==> src/design/crs_pkg.sv <==
package crs_pkg;

    localparam int COORD_W = 32;
    localparam int T_FRAC  = 16;
    localparam int T_W     = T_FRAC + 1;
    // wide enough for every intermediate of both modes with margin
    localparam int ACC_W   = 48;
    localparam int PROD_W  = ACC_W + T_W + 1;

    typedef enum logic
    {
        OP_POSITION = 1'b0,
        OP_TANGENT  = 1'b1
    } op_t;

    typedef logic signed [ACC_W-1:0]   acc_t;
    typedef logic signed [PROD_W-1:0]  prod_t;
    typedef logic signed [COORD_W-1:0] coord_t;
    typedef logic [T_W-1:0]            tpar_t;

    typedef struct packed
    {
        op_t    op;
        tpar_t  t;
        acc_t   mul_x;
        acc_t   add_y;
        acc_t   c2;
        coord_t p2;
    } coef_word_t;

    typedef struct packed
    {
        op_t    op;
        tpar_t  t;
        acc_t   add_y;
        acc_t   c2;
        coord_t p2;
        prod_t  prod;
    } mul1_word_t;

    typedef struct packed
    {
        op_t    op;
        tpar_t  t;
        acc_t   c2;
        coord_t p2;
        prod_t  prod;
    } mul2_word_t;

    typedef struct packed
    {
        op_t    op;
        acc_t   v;
        coord_t p2;
        prod_t  prod;
    } mul3_word_t;

    // exact signed product of an accumulator value and the unsigned parameter
    function automatic prod_t mul_by_t(acc_t x, tpar_t t);
        prod_t xe;
        prod_t te;
        xe = PROD_W'(x);
        te = PROD_W'($signed({1'b0, t}));
        return xe * te;
    endfunction

    // floor(x * t / 2^T_FRAC) back to accumulator width
    function automatic acc_t scale_down(prod_t p);
        return $signed(p[T_FRAC +: ACC_W]);
    endfunction

endpackage

==> src/design/crs_out.sv <==
module crs_out
(
    input  logic                 clk,
    input  logic                 rst_n,
    input  logic                 up_valid,
    output logic                 up_ready,
    input  crs_pkg::mul3_word_t  up_word,
    output logic                 down_valid,
    input  logic                 down_ready,
    output crs_pkg::coord_t      value,
    output logic                 clipped
);

    logic            valid_reg;
    logic            valid_next;
    crs_pkg::coord_t value_reg;
    crs_pkg::coord_t value_next;
    logic            clipped_reg;
    logic            clipped_next;
    crs_pkg::acc_t   pos;
    crs_pkg::acc_t   r;
    logic            in_range;

    // floor(w / 2) folded into the shift of the last product
    assign pos = $signed(up_word.prod[crs_pkg::T_FRAC+1 +: crs_pkg::ACC_W])
                 + crs_pkg::ACC_W'(up_word.p2);

    always_comb
    begin
        case (up_word.op)
            crs_pkg::OP_TANGENT: r = up_word.v >>> 1;
            default:             r = pos;
        endcase
    end

    // in range when all bits above the sign bit agree with it
    assign in_range = (&r[crs_pkg::ACC_W-1:crs_pkg::COORD_W-1])
                   || !(|r[crs_pkg::ACC_W-1:crs_pkg::COORD_W-1]);

    always_comb
    begin
        clipped_next = !in_range;
        if (in_range)
        begin
            value_next = r[crs_pkg::COORD_W-1:0];
        end
        else if (r[crs_pkg::ACC_W-1])
        begin
            value_next = {1'b1, {(crs_pkg::COORD_W-1){1'b0}}};
        end
        else
        begin
            value_next = {1'b0, {(crs_pkg::COORD_W-1){1'b1}}};
        end
    end

    assign up_ready   = !valid_reg || down_ready;
    assign valid_next = up_ready ? up_valid : valid_reg;

    always_ff @(posedge clk or negedge rst_n)
    begin
        if (!rst_n)
        begin
            valid_reg <= 1'b0;
        end
        else
        begin
            valid_reg <= valid_next;
        end
    end

    always_ff @(posedge clk)
    begin
        if (up_ready && up_valid)
        begin
            value_reg   <= value_next;
            clipped_reg <= clipped_next;
        end
    end

    assign down_valid = valid_reg;
    assign value      = value_reg;
    assign clipped    = clipped_reg;

endmodule
==> config.mk <==
export PLATFORM = sky130hd
export DESIGN_NAME = crs_out
export DESIGN_NICKNAME = d
export VERILOG_FILES = /design/src/design/crs_pkg.sv /design/src/design/crs_out.sv
export SDC_FILE = /design/constraint.sdc
export NUM_CORES = 1
export LEC_CHECK = 0
export BUFFER_PORTS_ARGS = -buffer_cell sky130_fd_sc_hd__buf_2
export CORE_MARGIN = 2
export CORE_UTILIZATION = 47
export CTS_CLUSTER_DIAMETER = 120
export DETAILED_ROUTE_END_ITERATION = 8
export PLACE_DENSITY = 0.79
export SKIP_CTS_REPAIR_TIMING = 1
export SLEW_MARGIN = 20
export SYNTH_ARGS = -nofsm -noshare
export SYNTH_HDL_FRONTEND = slang
export SYNTH_SLANG_ARGS = --single-unit
==> constraint.sdc <==
create_clock -name clk -period 1.9 [get_ports clk]
set_clock_uncertainty 0.15 [all_clocks]
set_input_delay 0.095 -clock clk [delete_from_list [all_inputs] [get_ports clk]]
set_output_delay 0.095 -clock clk [all_outputs]
set_load 0.02 [all_outputs]
==> impl_metrics.xml <==
<?xml version="1.0" encoding="UTF-8"?>
<metrics>
  <group name="die">
    <metric name="placement_rows" unit="">39</metric>
    <metric name="die_area" unit="um2">12300</metric>
    <metric name="initial_utilization" unit="">0.476</metric>
    <metric name="design.portCount" unit="">186</metric>
    <metric name="core_area" unit="um2">11300</metric>
    <metric name="die_height" unit="um">111</metric>
    <metric name="die_w" unit="um">111</metric>
  </group>
  <group name="power_and_ir_drop">
    <metric name="switchingPower" unit="mW">1.97</metric>
    <metric name="peakVddDrop" unit="V">0.000848</metric>
    <metric name="leakage" unit="nW">3.96</metric>
    <metric name="clock_power_share" unit="">0.159</metric>
    <metric name="cellInternalPower" unit="mW">2.89</metric>
    <metric name="comb_power_share" unit="">0.643</metric>
    <metric name="power.sequential.fraction" unit="">0.198</metric>
    <metric name="switching_share" unit="">0.405</metric>
    <metric name="power.density" unit="nW/um2">527</metric>
  </group>
  <group name="synth">
    <metric name="synth-compound-area-share" unit="">0.321</metric>
    <metric name="postSynthCellCount" unit="">716</metric>
    <metric name="netlist.top_cell.by_area" unit="">edfxtp_1</metric>
    <metric name="synth_top_flop_cell" unit="">edfxtp_1</metric>
    <metric name="synth_fa_ha_area_frac" unit="">0.113</metric>
    <metric name="area_share_of_xor_xnor_cells_in_the_synthesized_design" unit="">0.0585</metric>
    <metric name="postSynthRegisterBits" unit="">34</metric>
    <metric name="asyncSetResetFlopFracSynth" unit="">0.0294</metric>
    <metric name="synthesis.area_per_instance" unit="um2">7.52</metric>
    <metric name="synth.mux.area_fraction" unit="">0.0170</metric>
    <metric name="largest_family_of_logic_cells_by_synthesized_area" unit="">compound AO/OA/AOI/OAI gates</metric>
    <metric name="yosysUniqueCellTypes" unit="">79</metric>
    <metric name="yosys-top-cells-area" unit="">edfxtp_1, ha_1, a21oi_1, nand2_1, nor2_1</metric>
    <metric name="seq_area_frac_synth" unit="">0.189</metric>
    <metric name="synth.cell_area" unit="um2">5390</metric>
    <metric name="synthDominantCellAreaShare" unit="">0.184</metric>
    <metric name="synthesis.yosys.warnings" unit="">0</metric>
    <metric name="synth_edf_count" unit="">33</metric>
    <metric name="synthSimpleGateAreaFrac" unit="">0.264</metric>
    <metric name="synth.net_count" unit="">915</metric>
  </group>
  <group name="final_layout">
    <metric name="multi_input_area" unit="um2">5080</metric>
    <metric name="drive_gt1_frac" unit="">0.489</metric>
    <metric name="final-seq-area" unit="um2">1020</metric>
    <metric name="antenna_cells" unit="">0</metric>
    <metric name="largest_register_ffs" unit="">32</metric>
    <metric name="utilization" unit="">0.814</metric>
    <metric name="finished_layout_cell_area" unit="um2">9210</metric>
    <metric name="final-instance-count-excl-fill" unit="">1226</metric>
    <metric name="layout-area-overhead-vs-synth" unit="%">71.0</metric>
    <metric name="finalNetCount" unit="">1281</metric>
    <metric name="filler_cell_count_in_the_final_layout" unit="">723</metric>
  </group>
  <group name="outcome">
    <metric name="status" unit="">complete, but fails checks</metric>
    <metric name="failed_checks" unit="">negative setup slack</metric>
  </group>
  <group name="global_routing">
    <metric name="wire_length_of_the_first_global_routing_pass" unit="um">31800</metric>
    <metric name="globalRouteTotalUtil" unit="">0.312</metric>
    <metric name="antenna_found_initial" unit="">0</metric>
    <metric name="grt_pass1_vias" unit="">6745</metric>
    <metric name="overflow" unit="">0</metric>
    <metric name="grt_start_max_net_pins" unit="">34</metric>
  </group>
  <group name="setup_path">
    <metric name="crit_arrival" unit="ns">3.44</metric>
    <metric name="regToRegEndpoint" unit="">down_valid$_DFFE_PN0N_</metric>
    <metric name="cp_cell_sequence" unit="">buf_12, ha_4, a21o_1, a21o_1, a2111o_1, a221oi_4, nor4b_4, mux2i_1, nand2_1, nor4b_2, buf_4, a31oi_4, buf_12, a211oi_1</metric>
    <metric name="cell_with_the_largest_stage_delay_on_the_worst_path" unit="">a2111o_1</metric>
    <metric name="setup.reg_to_reg.worst_slack" unit="ns">0.53</metric>
    <metric name="crit-reg2reg-launch" unit="">down_valid$_DFFE_PN0N_</metric>
    <metric name="cp_data_required_time" unit="ns">1.83</metric>
    <metric name="crit_family" unit="">compound AO/OA/AOI/OAI gates</metric>
    <metric name="critical_path.max_fanout" unit="">15</metric>
    <metric name="crit_path_max_incr_delay" unit="ns">0.40</metric>
    <metric name="critical_path.n_buffers_inverters" unit="">3</metric>
    <metric name="critical_path_class" unit="">input pin to register</metric>
    <metric name="crit_path_start_kind" unit="">input pin</metric>
    <metric name="worst-r2r-cell-count" unit="">3</metric>
    <metric name="cp-end-kind" unit="">register</metric>
  </group>
  <group name="sta">
    <metric name="finalMaxSlewViolations" unit="">0</metric>
    <metric name="normalized_max_slew_margin" unit="">0.661</metric>
    <metric name="finalWorstSetupSlack" unit="ns">-1.61</metric>
    <metric name="worstMarginPinSlew" unit="ns">0.504</metric>
    <metric name="report.final.hold_viol_count" unit="">0</metric>
    <metric name="fmax" unit="GHz">0.285</metric>
    <metric name="fin_tns_setup" unit="ns">-48.87</metric>
    <metric name="final_period_minus_worst_setup_slack" unit="ns">3.51</metric>
    <metric name="rsz0062_at_grt" unit="">true</metric>
    <metric name="finalCritPeriodShare" unit="">1.85</metric>
    <metric name="setup-violations-final" unit="">33</metric>
  </group>
  <group name="clocking">
    <metric name="cts.sink_count" unit="">34</metric>
    <metric name="max-clock-path-buffers" unit="">2</metric>
    <metric name="register_clock_pin_slew_on_the_reported_worst_setup_and_hold_paths" unit="ns">0.05</metric>
    <metric name="insertion_delay" unit="ns">0.28</metric>
    <metric name="cts_htree_levels" unit="">2</metric>
    <metric name="ctsRootBufferMaster" unit="">clkbuf_16</metric>
    <metric name="cts-buffers-inserted" unit="">5</metric>
    <metric name="cts_tree" unit="">done</metric>
  </group>
  <group name="routing">
    <metric name="route.detailed.drc" unit="">0</metric>
    <metric name="drt_pre_antenna_iters" unit="">6</metric>
    <metric name="drt_first_iter_violations" unit="">918</metric>
    <metric name="routed_wire_length_per_instance" unit="um">18.9</metric>
    <metric name="ant_nets" unit="">0</metric>
    <metric name="num_vias" unit="">7511</metric>
    <metric name="number_of_vias_per_cell" unit="">6.13</metric>
    <metric name="wl" unit="um">23100</metric>
  </group>
  <group name="flow_run">
    <metric name="max-cap-violations" unit="">0</metric>
  </group>
  <group name="worst_hold_path">
    <metric name="worst_hold_path.endpoint" unit="">value[11]$_DFFE_PP_</metric>
    <metric name="hold_class" unit="">input pin to register</metric>
    <metric name="worst_hold_path.num_cells" unit="">3</metric>
    <metric name="holdCritStartpoint" unit="">up_word[110]</metric>
  </group>
  <group name="placement">
    <metric name="dpl_worst_slack" unit="ns">-1.93</metric>
    <metric name="dpl_hpwl" unit="um">16700</metric>
    <metric name="global_placement_routability_congestion" unit="">0.977</metric>
    <metric name="dpl-instance-area" unit="um2">8370</metric>
    <metric name="buffer_ports.inserted" unit="">166</metric>
    <metric name="numPlacedInstances" unit="">1206</metric>
  </group>
</metrics>
-- worst max path at each step --
stage / startpoint / end / slack, ns / cells past startpoint
after floorplan: up_word[17] / value[10]$_DFFE_PP_ / -1.31 / 14
after global placement: up_word[97] / value[21]$_DFFE_PP_ / -1.83 / 15
after detailed placement: up_word[97] / value[29]$_DFFE_PP_ / -1.93 / 15
after CTS: up_word[97] / value[29]$_DFFE_PP_ / -1.65 / 15
after global routing: up_word[97] / value[22]$_DFFE_PP_ / -1.70 / 14
final: up_word[97] / value[15]$_DFFE_PP_ / -1.61 / 14
-- layout by cell type (no fill, tap or decap), drive strengths merged, types with 15 or more instances in the layout --
master and n:
a21oi 78, nor2 66, a211oi 27, nor3 24
buf 387, ha 47, nand2 89, o21ai 58
xor2 22, inv 15, nand4 18, nand3 19
edfxtp 33
-- synth_stat cells, drive strengths merged, types with 6 or more instances --
master,number
mux2i,8
o21a,10
nand4,18
nand2b,6
nor3,24
or3,8
a211oi,27
edfxtp,33
buf,14
inv,15
and3,11
a21o,13
xor2,22
o31ai,7
o21ai,58
clkbuf,19
ha,47
o211ai,10
nand3,19
a21oi,78
a31oi,11
xnor2,14
and2,12
nor2b,9
nand2,89
nor2,66
-- tightest hold or removal path, cell delays in order --
cell	delay, ns
buf_2	0.09
a21oi_1	0.06
o21ai_1	0.10
-- routing by layer --
metal	GRT usage	share of wire	vias to the layer above
li1	-	-	3450
met1	0.375	0.37	3434
met2	0.569	0.50	519
met3	0.0355	0.083	108
met4	0.123	0.052	0
met5	0	0	-
-- kinds of logic (layout without fill, tap and decap cells) --
group | count (synthesis) | after routing
AOI/OAI and AO/OA | 255 | 255
xor gates and xnor gates | 36 | 36
adders and majority gates | 48 | 48
buffers and inverters | 49 | 416
DFF | 34 | 34
muxes | 9 | 9
and+or+nand+nor | 285 | 285
-- cell type report --
cell class | count | share of cell area
Multi-Input combinational cell | 633 | 0.552
Timing Repair Buffer | 392 | 0.297
Sequential cell | 34 | 0.110
Tap cell | 143 | 0.0194
Clock buffer | 6 | 0.0140
Inverter | 16 | 0.00679
Clock inverter | 2 | 0.000951
-- power groups by stage --
stage	registers (mW)	clock network, mW	logic, mW
3_3_place_gp	0.971	0	2.63
6_report	0.962	0.774	3.12
2_1_floorplan	1.08	0	1.41
5_1_grt	0.967	0.802	3.31
3_5_place_dp	0.974	0	2.69
4_1_cts	0.959	0.760	2.71
-- metrics by stage --
| step | hold WS, ns | power [mW] |
|---|---|---|
| finish | 0.0235 | 4.86 |
| global placement | -0.280 | 3.61 |
| detailed placement | -0.276 | 3.67 |
| floorplan | -0.351 | 2.49 |
| CTS | -0.569 | 4.43 |
| global route | 0.0495 | 5.08 |
Note: power is estimated with default switching activity, not from simulation.
