--- config.mk ---
export PLATFORM = sky130hd
export DESIGN_NAME = crs_coef
export DESIGN_NICKNAME = d
export VERILOG_FILES = /design/src/design/crs_pkg.sv /design/src/design/crs_coef.sv
export SDC_FILE = /design/constraint.sdc
export NUM_CORES = 1
export LEC_CHECK = 0
export BUFFER_PORTS_ARGS = -buffer_cell sky130_fd_sc_hd__buf_2
export CORE_UTILIZATION = 40
export CTS_BUF_LIST = sky130_fd_sc_hd__clkbuf_8 sky130_fd_sc_hd__clkbuf_16
export DETAILED_ROUTE_END_ITERATION = 12
export SLEW_MARGIN = 30
export SYNTH_ARGS = -nofsm -noshare
export SYNTH_HDL_FRONTEND = slang
export SYNTH_SLANG_ARGS = --single-unit
--- constraint.sdc ---
create_clock -name clk -period 5.7 [get_ports clk]
set_input_delay 1.14 -clock clk [delete_from_list [all_inputs] [get_ports clk]]
set_output_delay 1.14 -clock clk [all_outputs]
set_load 0.02 [all_outputs]
--- src/design/crs_pkg.sv ---
package crs_pkg;

    localparam int COORD_W = 32;
    localparam int T_FRAC  = 16;
    localparam int T_W     = T_FRAC + 1;
    // wide enough for every intermediate of both modes with margin
    localparam int ACC_W   = 48;
    localparam int PROD_W  = ACC_W + T_W + 1;

    typedef enum logic
    {
        OP_POSITION = 1'b0,
        OP_TANGENT  = 1'b1
    } op_t;

    typedef logic signed [ACC_W-1:0]   acc_t;
    typedef logic signed [PROD_W-1:0]  prod_t;
    typedef logic signed [COORD_W-1:0] coord_t;
    typedef logic [T_W-1:0]            tpar_t;

    typedef struct packed
    {
        op_t    op;
        tpar_t  t;
        acc_t   mul_x;
        acc_t   add_y;
        acc_t   c2;
        coord_t p2;
    } coef_word_t;

    typedef struct packed
    {
        op_t    op;
        tpar_t  t;
        acc_t   add_y;
        acc_t   c2;
        coord_t p2;
        prod_t  prod;
    } mul1_word_t;

    typedef struct packed
    {
        op_t    op;
        tpar_t  t;
        acc_t   c2;
        coord_t p2;
        prod_t  prod;
    } mul2_word_t;

    typedef struct packed
    {
        op_t    op;
        acc_t   v;
        coord_t p2;
        prod_t  prod;
    } mul3_word_t;

    // exact signed product of an accumulator value and the unsigned parameter
    function automatic prod_t mul_by_t(acc_t x, tpar_t t);
        prod_t xe;
        prod_t te;
        xe = PROD_W'(x);
        te = PROD_W'($signed({1'b0, t}));
        return xe * te;
    endfunction

    // floor(x * t / 2^T_FRAC) back to accumulator width
    function automatic acc_t scale_down(prod_t p);
        return $signed(p[T_FRAC +: ACC_W]);
    endfunction

endpackage

--- src/design/crs_coef.sv ---
module crs_coef
(
    input  logic                 clk,
    input  logic                 rst_n,
    input  logic                 up_valid,
    output logic                 up_ready,
    input  crs_pkg::op_t         operation,
    input  crs_pkg::tpar_t       t_fraction,
    input  crs_pkg::coord_t      point_before,
    input  crs_pkg::coord_t      segment_start,
    input  crs_pkg::coord_t      segment_end,
    input  crs_pkg::coord_t      point_after,
    output logic                 down_valid,
    input  logic                 down_ready,
    output crs_pkg::coef_word_t  down_word
);

    logic                valid_reg;
    logic                valid_next;
    crs_pkg::coef_word_t word_reg;
    crs_pkg::coef_word_t word_next;

    crs_pkg::acc_t p1;
    crs_pkg::acc_t p2;
    crs_pkg::acc_t p3;
    crs_pkg::acc_t p4;
    crs_pkg::acc_t d23;
    crs_pkg::acc_t a2;
    crs_pkg::acc_t b2;
    crs_pkg::acc_t c2;

    assign p1 = crs_pkg::ACC_W'(point_before);
    assign p2 = crs_pkg::ACC_W'(segment_start);
    assign p3 = crs_pkg::ACC_W'(segment_end);
    assign p4 = crs_pkg::ACC_W'(point_after);

    // doubled coefficients, all exact integers
    assign d23 = p2 - p3;
    assign a2  = (p4 - p1) + (d23 <<< 1) + d23;
    assign b2  = (p1 <<< 1) - (p2 <<< 2) - p2 + (p3 <<< 2) - p4;
    assign c2  = p3 - p1;

    assign up_ready = !valid_reg || down_ready;

    always_comb
    begin
        valid_next    = up_ready ? up_valid : valid_reg;
        word_next.op  = operation;
        word_next.t   = t_fraction;
        word_next.c2  = c2;
        word_next.p2  = segment_start;
        case (operation)
            crs_pkg::OP_TANGENT:
            begin
                word_next.mul_x = (a2 <<< 1) + a2;
                word_next.add_y = b2 <<< 1;
            end
            default:
            begin
                word_next.mul_x = a2;
                word_next.add_y = b2;
            end
        endcase
    end

    always_ff @(posedge clk or negedge rst_n)
    begin
        if (!rst_n)
        begin
            valid_reg <= 1'b0;
        end
        else
        begin
            valid_reg <= valid_next;
        end
    end

    always_ff @(posedge clk)
    begin
        if (up_ready && up_valid)
        begin
            word_reg <= word_next;
        end
    end

    assign down_valid = valid_reg;
    assign down_word  = word_reg;

endmodule

==> results.json, run 1 <==
{
  "dpl_cell_area_sq_mm": 0.0248,
  "synth_common_cells": "inv_1 (292), ha_1 (176), fa_1 (169)",
  "cts_tree": "built",
  "layout_worst_path_cycle_share": 1.37,
  "ys_async_sr_fraction": 0.00621,
  "post-route-cell-area_sq_mm": 0.0270,
  "cpMostUsedCell": "a21o_1",
  "gp_congestion": 0.891,
  "start_util": 0.408,
  "synth_flop_cell": "edfxtp_1",
  "rsz0062_at_grt": "true",
  "cts_buffers": 17,
  "tightest_slew_ns": 0.815,
  "grt.total_usage": 0.239,
  "antenna_found_initial": 1,
  "dieArea_sq_mm": 0.0474,
  "ctsLongestPathBuffers": 2,
  "maxSlewViolCount": 0,
  "violations": "negative setup slack",
  "final_core_util": 0.592,
  "finalHoldViolations": 0,
  "port_buffers": 345,
  "avgViaCountPerCell": 4.98,
  "finalClockSkew_ns": 0.00652,
  "worst_slack_ns": -2.12,
  "max-cap-violations": 0,
  "area_delta_synth_final_pct": 45.1,
  "clock.fmax_mhz": 128,
  "holdBufCountCts": 0,
  "grt_pass1_wl_um": 87900,
  "period_minus_slack_ns": 7.82,
  "core_sq_mm": 0.0457,
  "yosysTopAreaCellShare": 0.258,
  "layout.nets": 3249,
  "dp_slack_ns": -3.06,
  "clkSinkCount": 161,
  "cp-end-kind": "flop",
  "io_pins": 346,
  "synth_area_sq_mm": 0.0186,
  "wl_um": 55400,
  "die_y_um": 218,
  "critPathRequiredTime_ns": 5.94,
  "synth-warning-count": 0,
  "dpl.hpwl_um": 45700,
  "clk-insertion-delay-late_ns": 0.50,
  "clk_pin_slew_ns": 0.07,
  "synth_nets": 2398,
  "hp-class": "input pin to async pin",
  "crit_fanout": 3,
  "timing.hold.ws_ns": 0.400,
  "synth_area_per_cell_sq_um": 9.79,
  "drc": 0,
  "relSlewSlack": 0.454,
  "grt_overflow": 0,
  "crit_type": "input pin to flop",
  "ys_seq_area_frac": 0.259,
  "cts-root-buf": "clkbuf_16",
  "arrival_ns": 8.06,
  "wl_per_cell_um": 16.5,
  "start_kind": "input pin",
  "drtAntennaViolNets": 0,
  "synthCells": 1903,
  "synth.distinct_cells": 88,
  "dr.first_iter.drc_count": 737,
  "synth_most_common_cell": "inv_1",
  "antenna-diode-count": 0,
  "synth_top_area_cell": "edfxtp_1",
  "synth-edff-count": 160,
  "outcome": "finished, violations left",
  "cpMaxStageDelayCell": "fa_1",
  "rows": 78,
  "yosys-top-cells-area": "edfxtp_1 (26%), fa_1 (18%), ha_1 (12%)",
  "critPathMaxStageDelay_ns": 0.51,
  "grt_max_degree": 94,
  "die_x_um": 218,
  "vias": 16800,
  "drive_gt1_frac": 0.425,
  "drt_pass1_iterations": 5,
  "grt_pass1_vias": 17600,
  "setup_violations": 28,
  "synth-seq-cells": 161,
  "h-tree-depth": 4
}
==> sequential cells by signal, summed over array words and instances (netlist names) <==
| register | count |
|---|---|
| down_word | 160 |
| down_valid | 1 |
==> path summary, 6_finish.rpt <==
kind                             endpoint  slack (ns)  depth (start not counted)        startpoint
min                            down_valid        0.40                          1             rst_n
min reg2reg                    down_valid        0.57                          2        down_valid
max reg2reg                down_word[103]        3.92                          3        down_valid
max                        down_word[164]       -2.12                         37  segment_start[0]
max in group asynchronous      down_valid        5.22                          1             rst_n
min in group clk               down_valid        0.57                          2        down_valid
==> worst max-delay path, delay by kind of cell <==
| family | cells | cell delay, ns |
|---|---|---|
| adder cells (fa/ha/maj) | 6 | 1.96 |
| AND/OR/NAND/NOR | 5 | 1.18 |
| AO/OA/AOI/OAI | 20 | 3.34 |
| XOR/XNOR | 2 | 0.23 |
| buffers and inverters | 4 | 0.21 |
==> metal layers <==
metal | part of all wire | GRT usage | wire length (um) | vias up
met1 | 0.43 | 0.291 | 23800 | 8064
met5 | 0.00031 | 0 | 17 | -
met2 | 0.51 | 0.429 | 28400 | 328
met4 | 0.020 | 0.0713 | 1110 | 2
li1 | - | - | - | 8303
met3 | 0.039 | 0.0386 | 2140 | 57
==> metrics by stage <==
| stage | TNS, ns | cells |
|---|---|---|
| finish | -40.09 | 3367 |
| detailed placement | -67.64 | 3283 |
| global placement | -63.58 | 3283 |
| CTS | -40.76 | 3353 |
| global route | -48.92 | 3367 |
| floorplan | -35.53 | 1903 |
==> layout by cell type (no fill, tap or decap), types with 7 or more instances in the layout <==
cell / instances
a21oi_1: 88
nand3_1: 29
nand2_1: 101
buf_4: 521
nor3_1: 20
inv_2: 13
o31ai_1: 9
buf_6: 31
fa_1: 168
clkbuf_16: 17
a21oi_4: 10
a21oi_2: 27
and3_1: 12
o211ai_1: 8
xor2_1: 34
buf_2: 341
edfxtp_1: 160
a31oi_1: 8
nor2b_1: 12
o21ai_2: 17
xnor2_4: 7
o21ai_0: 49
ha_4: 26
a211oi_1: 18
ha_1: 149
nor2_1: 103
inv_1: 275
o21a_1: 21
nand2b_1: 23
xnor2_2: 19
nand4_1: 14
xnor2_1: 61
a21o_1: 83
mux2_2: 31
o21bai_1: 24
o21ai_1: 24
or3_1: 13
==> area by class of cell <==
cell class	count	area, sq um
Fill cell	3984	18700
Multi-Input combinational cell	1385	13700
Timing Repair Buffer	895	6010
Sequential cell	161	4830
Inverter	294	1130
Tap cell	600	751
Clock buffer	17	425
Clock inverter	15	151
==> timing repair <==
action,CTS,global route
gates cloned,0,0
pin swaps,112,67
resized for setup,139,99
endpoints found under the setup margin,29,34
buffers inserted,48,26
==> cell families (layout without fill, tap and decap cells) <==
logic type	Yosys count	after routing	share of synthesized area
xor gates and xnor gates	127	127	0.0601
muxes	41	41	0.0245
DFF	161	161	0.259
adders and majority gates	345	345	0.300
AOI/OAI and AO/OA	481	481	0.175
and+or+nand+nor	391	391	0.102
buffers and inverters	357	1221	0.0793
Power of run 1 is left out: the tool's default activity adds up to more than one toggle a clock period on the data nets, which glitch-free logic cannot reach.
==> inputs of run 2 (changes only) <==
--- a/config.mk
+++ b/config.mk
@@ -6,9 +6,10 @@
 export NUM_CORES = 1
 export LEC_CHECK = 0
 export BUFFER_PORTS_ARGS = -buffer_cell sky130_fd_sc_hd__buf_2
-export CORE_UTILIZATION = 40
+export CORE_UTILIZATION = 55
 export CTS_BUF_LIST = sky130_fd_sc_hd__clkbuf_8 sky130_fd_sc_hd__clkbuf_16
 export DETAILED_ROUTE_END_ITERATION = 12
+export PLACE_DENSITY = 0.79
 export SLEW_MARGIN = 30
 export SYNTH_ARGS = -nofsm -noshare
 export SYNTH_HDL_FRONTEND = slang
==> constraint.sdc (replaced) <==
create_clock -name clk -period 8.9 [get_ports clk]
set_input_delay 1.78 -clock clk [delete_from_list [all_inputs] [get_ports clk]]
set_output_delay 1.78 -clock clk [all_outputs]
set_load 0.02 [all_outputs]
==> run 2 against run 1 <==
Compared with the run above:
- the flow now finishes without violations
- sequential cell count is the same
- final area shrank 16%
- worst hold slack gained 0.15 ns
- sequential share of layout area grew 3.3 points
- clock-buffer cell count is the same
- core utilization grew 9.1 points
- highest routed layer is now met4
==> results.json, run 2 (synthesis gave the netlist of run 1 again) <==
{
  "rows": 67,
  "grt.total_usage": 0.289,
  "port_buffers": 345,
  "clock.fmax_mhz": 114,
  "fill_cells": 2570,
  "clk-insertion-delay-late_ns": 0.45,
  "final_core_util": 0.682,
  "antenna_found_initial": 0,
  "cts-root-buf": "clkbuf_16",
  "setup_violations": 0,
  "start_kind": "input pin",
  "cp-end-kind": "flop",
  "finalClockSkew_ns": 0.00791,
  "rsz0062_at_grt": "true",
  "register_area_sq_mm": 0.00483,
  "cts_buffers": 17,
  "layout.nets": 2887,
  "drtAntennaViolNets": 0,
  "clkSinkCount": 161,
  "start_util": 0.557,
  "antenna-diode-count": 0,
  "core_sq_mm": 0.0334,
  "placed_cells": 2807,
  "outcome": "finished, final reports clean",
  "finalHoldViolations": 0,
  "tightest_slew_ns": 0.926,
  "vias": 15800,
  "relSlewSlack": 0.382,
  "grt_max_degree": 73,
  "cpMostUsedCell": "a21o_1",
  "largest_reg_flops": 160,
  "crit_type": "input pin to flop",
  "rrSetupSlack_ns": 6.53,
  "dieArea_sq_mm": 0.0346,
  "wl_um": 49100,
  "final_cell_mix": "buf_2 (343), inv_1 (292), buf_4 (188)",
  "drive_gt1_frac": 0.279,
  "cts_tree": "built",
  "die_y_um": 186,
  "arrival_ns": 8.95,
  "io_pins": 346,
  "avgViaCountPerCell": 5.55,
  "timing.hold.ws_ns": 0.555,
  "crit_fanout": 3,
  "grt_pass1_vias": 16300,
  "hp-class": "flop to flop",
  "dpl.hpwl_um": 40400,
  "drc": 0,
  "layout_worst_path_cycle_share": 0.982,
  "ctsLongestPathBuffers": 2,
  "clk_pin_slew_ns": 0.07,
  "multi_input_area_sq_mm": 0.0126,
  "period_minus_slack_ns": 8.74,
  "drt_pass1_iterations": 7,
  "setup_tns_ns": 0,
  "critPathRequiredTime_ns": 9.11,
  "grt_overflow": 0,
  "h-tree-depth": 4,
  "grt_pass1_wl_um": 78300,
  "wl_per_cell_um": 17.2,
  "max-cap-violations": 0,
  "area_delta_synth_final_pct": 22.5,
  "die_x_um": 186,
  "fin_cells": 2853,
  "dr.first_iter.drc_count": 880,
  "cpMaxStageDelayCell": "fa_1",
  "holdBufCountCts": 0,
  "maxSlewViolCount": 0,
  "gp_congestion": 0.970,
  "critPathMaxStageDelay_ns": 0.52,
  "layout_commonest_cell": "buf_2"
}
run 2: path summary, 6_finish.rpt:
check	from	to	cells after the start
min reg2reg	down_valid	down_valid	2
min	down_valid	down_valid	2
min in group asynchronous	rst_n	down_valid	1
max in group asynchronous	rst_n	down_valid	1
max reg2reg	down_valid	down_word[102]	3
max	segment_end[0]	down_word[160]	38
run 2: cell type report:
cell class                 instances  share of cell area
sequential                       161               0.212
clock inverter                    15             0.00707
inverter                         294              0.0485
timing repair buffer             533               0.138
tap                              448              0.0246
clock buffer                      17              0.0186
multi-input combinational       1385               0.551
run 2: what timing repair did:
action	4_1_cts	5_1_grt
pin swaps	0	42
gates cloned	0	0
gates resized for setup	4	53
endpoints found under the hold margin	0	0
endpoints found under the setup margin	6	13
setup buffers	0	14
run 2: critical path, delay by kind of cell:
| family | cells | cell delay (ns) |
|---|---|---|
| AOI/OAI and AO/OA | 18 | 2.89 |
| xor gates and xnor gates | 3 | 0.30 |
| adders and majority gates | 6 | 2.00 |
| buffers and inverters | 5 | 0.53 |
| muxes | 1 | 0.25 |
| and+or+nand+nor | 5 | 1.20 |
run 2: per-stage QoR:
step           worst slack [ns]  cell area, sq um
2_1_floorplan           0.00485             18700
3_3_place_gp             -0.362             21900
3_5_place_dp             -0.604             21900
4_1_cts                 0.00602             22500
5_1_grt                  -0.116             22800
6_report                  0.159             22800
run 2: layer usage:
metal / global-route usage / wire [um] / vias to the layer above
met4: 0.105 / 1400 / 0
met5: 0 / 0 / -
met1: 0.349 / 20200 / 7589
met2: 0.521 / 24800 / 573
met3: 0.0417 / 2740 / 101
li1: - / - / 7567
Power of run 2 is left out for the same reason.
==> inputs of run 3 (changes only) <==
--- a/config.mk
+++ b/config.mk
@@ -6,10 +6,10 @@
 export NUM_CORES = 1
 export LEC_CHECK = 0
 export BUFFER_PORTS_ARGS = -buffer_cell sky130_fd_sc_hd__buf_2
-export CORE_UTILIZATION = 55
-export CTS_BUF_LIST = sky130_fd_sc_hd__clkbuf_8 sky130_fd_sc_hd__clkbuf_16
+export CORE_UTILIZATION = 50
+export CTS_BUF_LIST = sky130_fd_sc_hd__clkbuf_8
 export DETAILED_ROUTE_END_ITERATION = 12
-export PLACE_DENSITY = 0.79
+export PLACE_DENSITY = 0.73
 export SLEW_MARGIN = 30
 export SYNTH_ARGS = -nofsm -noshare
 export SYNTH_HDL_FRONTEND = slang
==> run 3 against run 2 <==
Compared with the run above:
- sequential cell count unchanged
- sequential share of layout area up 0.25 points
- final area down 1.1%
- clock skew up 0.0096 ns
- routed wire length fell by 1.9%
- largest cell class unchanged
==> results.json, run 3 (synthesis gave the netlist of run 1 again) <==
{
  "cpMaxStageDelayCell": "fa_1",
  "setup_violations": 0,
  "final_core_util": 0.616,
  "cts_buffers": 17,
  "cts-root-buf": "clkbuf_8",
  "maxSlewViolCount": 0,
  "drive_gt1_frac": 0.276,
  "ctsLongestPathBuffers": 2,
  "vias": 15500,
  "finalHoldViolations": 0,
  "tightest_slew_ns": 1.05,
  "dieArea_sq_mm": 0.0380,
  "grt_pass1_vias": 15800,
  "die_y_um": 195,
  "clk_pin_slew_ns": 0.10,
  "critPathRequiredTime_ns": 9.18,
  "setup_tns_ns": 0,
  "final_cell_mix": "buf_2 (345), inv_1 (290), buf_4 (177)",
  "grt_max_degree": 73,
  "grt_overflow": 0,
  "gp_congestion": 0.914,
  "grt.total_usage": 0.258,
  "port_buffers": 345,
  "avgViaCountPerCell": 5.43,
  "arrival_ns": 8.85,
  "clk-insertion-delay-late_ns": 0.52,
  "drtAntennaViolNets": 0,
  "dpl_cell_area_sq_mm": 0.0219,
  "h-tree-depth": 4,
  "wl_per_cell_um": 16.8,
  "grt_pass1_wl_um": 77600,
  "cts_tree": "built",
  "clkSinkCount": 161,
  "drt_pass1_iterations": 6,
  "timing.hold.ws_ns": 0.550,
  "hp-class": "flop to flop",
  "die_x_um": 195,
  "layout_worst_path_cycle_share": 0.963,
  "cp-end-kind": "flop",
  "antenna_found_initial": 0,
  "register_area_sq_mm": 0.00483,
  "start_kind": "input pin",
  "post-route-cell-area_sq_mm": 0.0226,
  "max-cap-violations": 0,
  "relSlewSlack": 0.299,
  "outcome": "finished, final reports clean",
  "dpl.hpwl_um": 40100,
  "start_util": 0.509,
  "rrSetupSlack_ns": 6.80,
  "crit_type": "input pin to flop",
  "wl_um": 48200,
  "area_delta_synth_final_pct": 21.1,
  "period_minus_slack_ns": 8.57,
  "clock.fmax_mhz": 117,
  "critPathMaxStageDelay_ns": 0.50,
  "layout.nets": 2876,
  "cpMostUsedCell": "inv_1",
  "largest_reg_flops": 160,
  "dr.first_iter.drc_count": 876,
  "multi_input_area_sq_mm": 0.0125,
  "drc": 0,
  "rows": 70,
  "core_sq_mm": 0.0366,
  "io_pins": 346,
  "crit_fanout": 3,
  "fill_cells": 3066,
  "layout_commonest_cell": "buf_2",
  "finalClockSkew_ns": 0.0175
}
run 3: cell types whose count changed in the layout (fill, tap and decap cells not counted), sizes merged:
| cell | delta |
|---|---|
| buf | -11 |
| bufinv | +2 |
| clkinvlp | -5 |
| diode | +1 |
| inv | +3 |
run 3: path summary, 6_finish.rpt:
check / cells past startpoint / to / from
max in group asynchronous: 1 / down_valid / rst_n
hold reg to reg: 2 / down_valid / down_valid
hold / removal: 2 / down_valid / down_valid
setup / recovery: 37 / down_word[160] / segment_end[1]
min in group asynchronous: 1 / down_valid / rst_n
setup reg to reg: 3 / down_word[51] / down_valid
run 3: routing by layer:
| metal | share of wire | GRT usage | vias to the layer above |
|---|---|---|---|
| met5 | 0 | 0 | - |
| met4 | 0.031 | 0.101 | 0 |
| met3 | 0.057 | 0.0352 | 94 |
| met2 | 0.49 | 0.449 | 526 |
| met1 | 0.42 | 0.322 | 7376 |
| li1 | - | - | 7552 |
run 3: worst max-delay path: cells and delay by family:
family          cells  cell delay, ns
simple gates        5            0.99
buf+inv             7            0.70
compound gates     16            2.94
mux                 1            0.26
fa+ha+maj           5            1.78
xor+xnor            3            0.40
run 3: through the flow:
step / setup WS, ns / cells
floorplan: 0.00485 / 1903
global placement: -0.325 / 2824
CTS: 0.0690 / 2856
global route: -0.0492 / 2862
finish: 0.326 / 2863
detailed placement: -0.511 / 2824
run 3: repair_timing:
action | in CTS | in global routing
setup endpoints to repair | 2 | 11
hold buffers | 0 | 0
pin swaps | 0 | 25
gates resized for setup | 1 | 43
buffers inserted | 0 | 6
run 3: area by class of cell:
| cell class | instances | area share |
|---|---|---|
| well taps | 468 | 0.0260 |
| diodes | 1 | 0.000111 |
| multi-input cells | 1385 | 0.555 |
| inverters | 294 | 0.0489 |
| repair buffers | 522 | 0.135 |
| clock buffers | 17 | 0.0104 |
| clock inverters | 15 | 0.00970 |
| flip-flops and latches | 161 | 0.214 |
Power of run 3 is left out for the same reason.
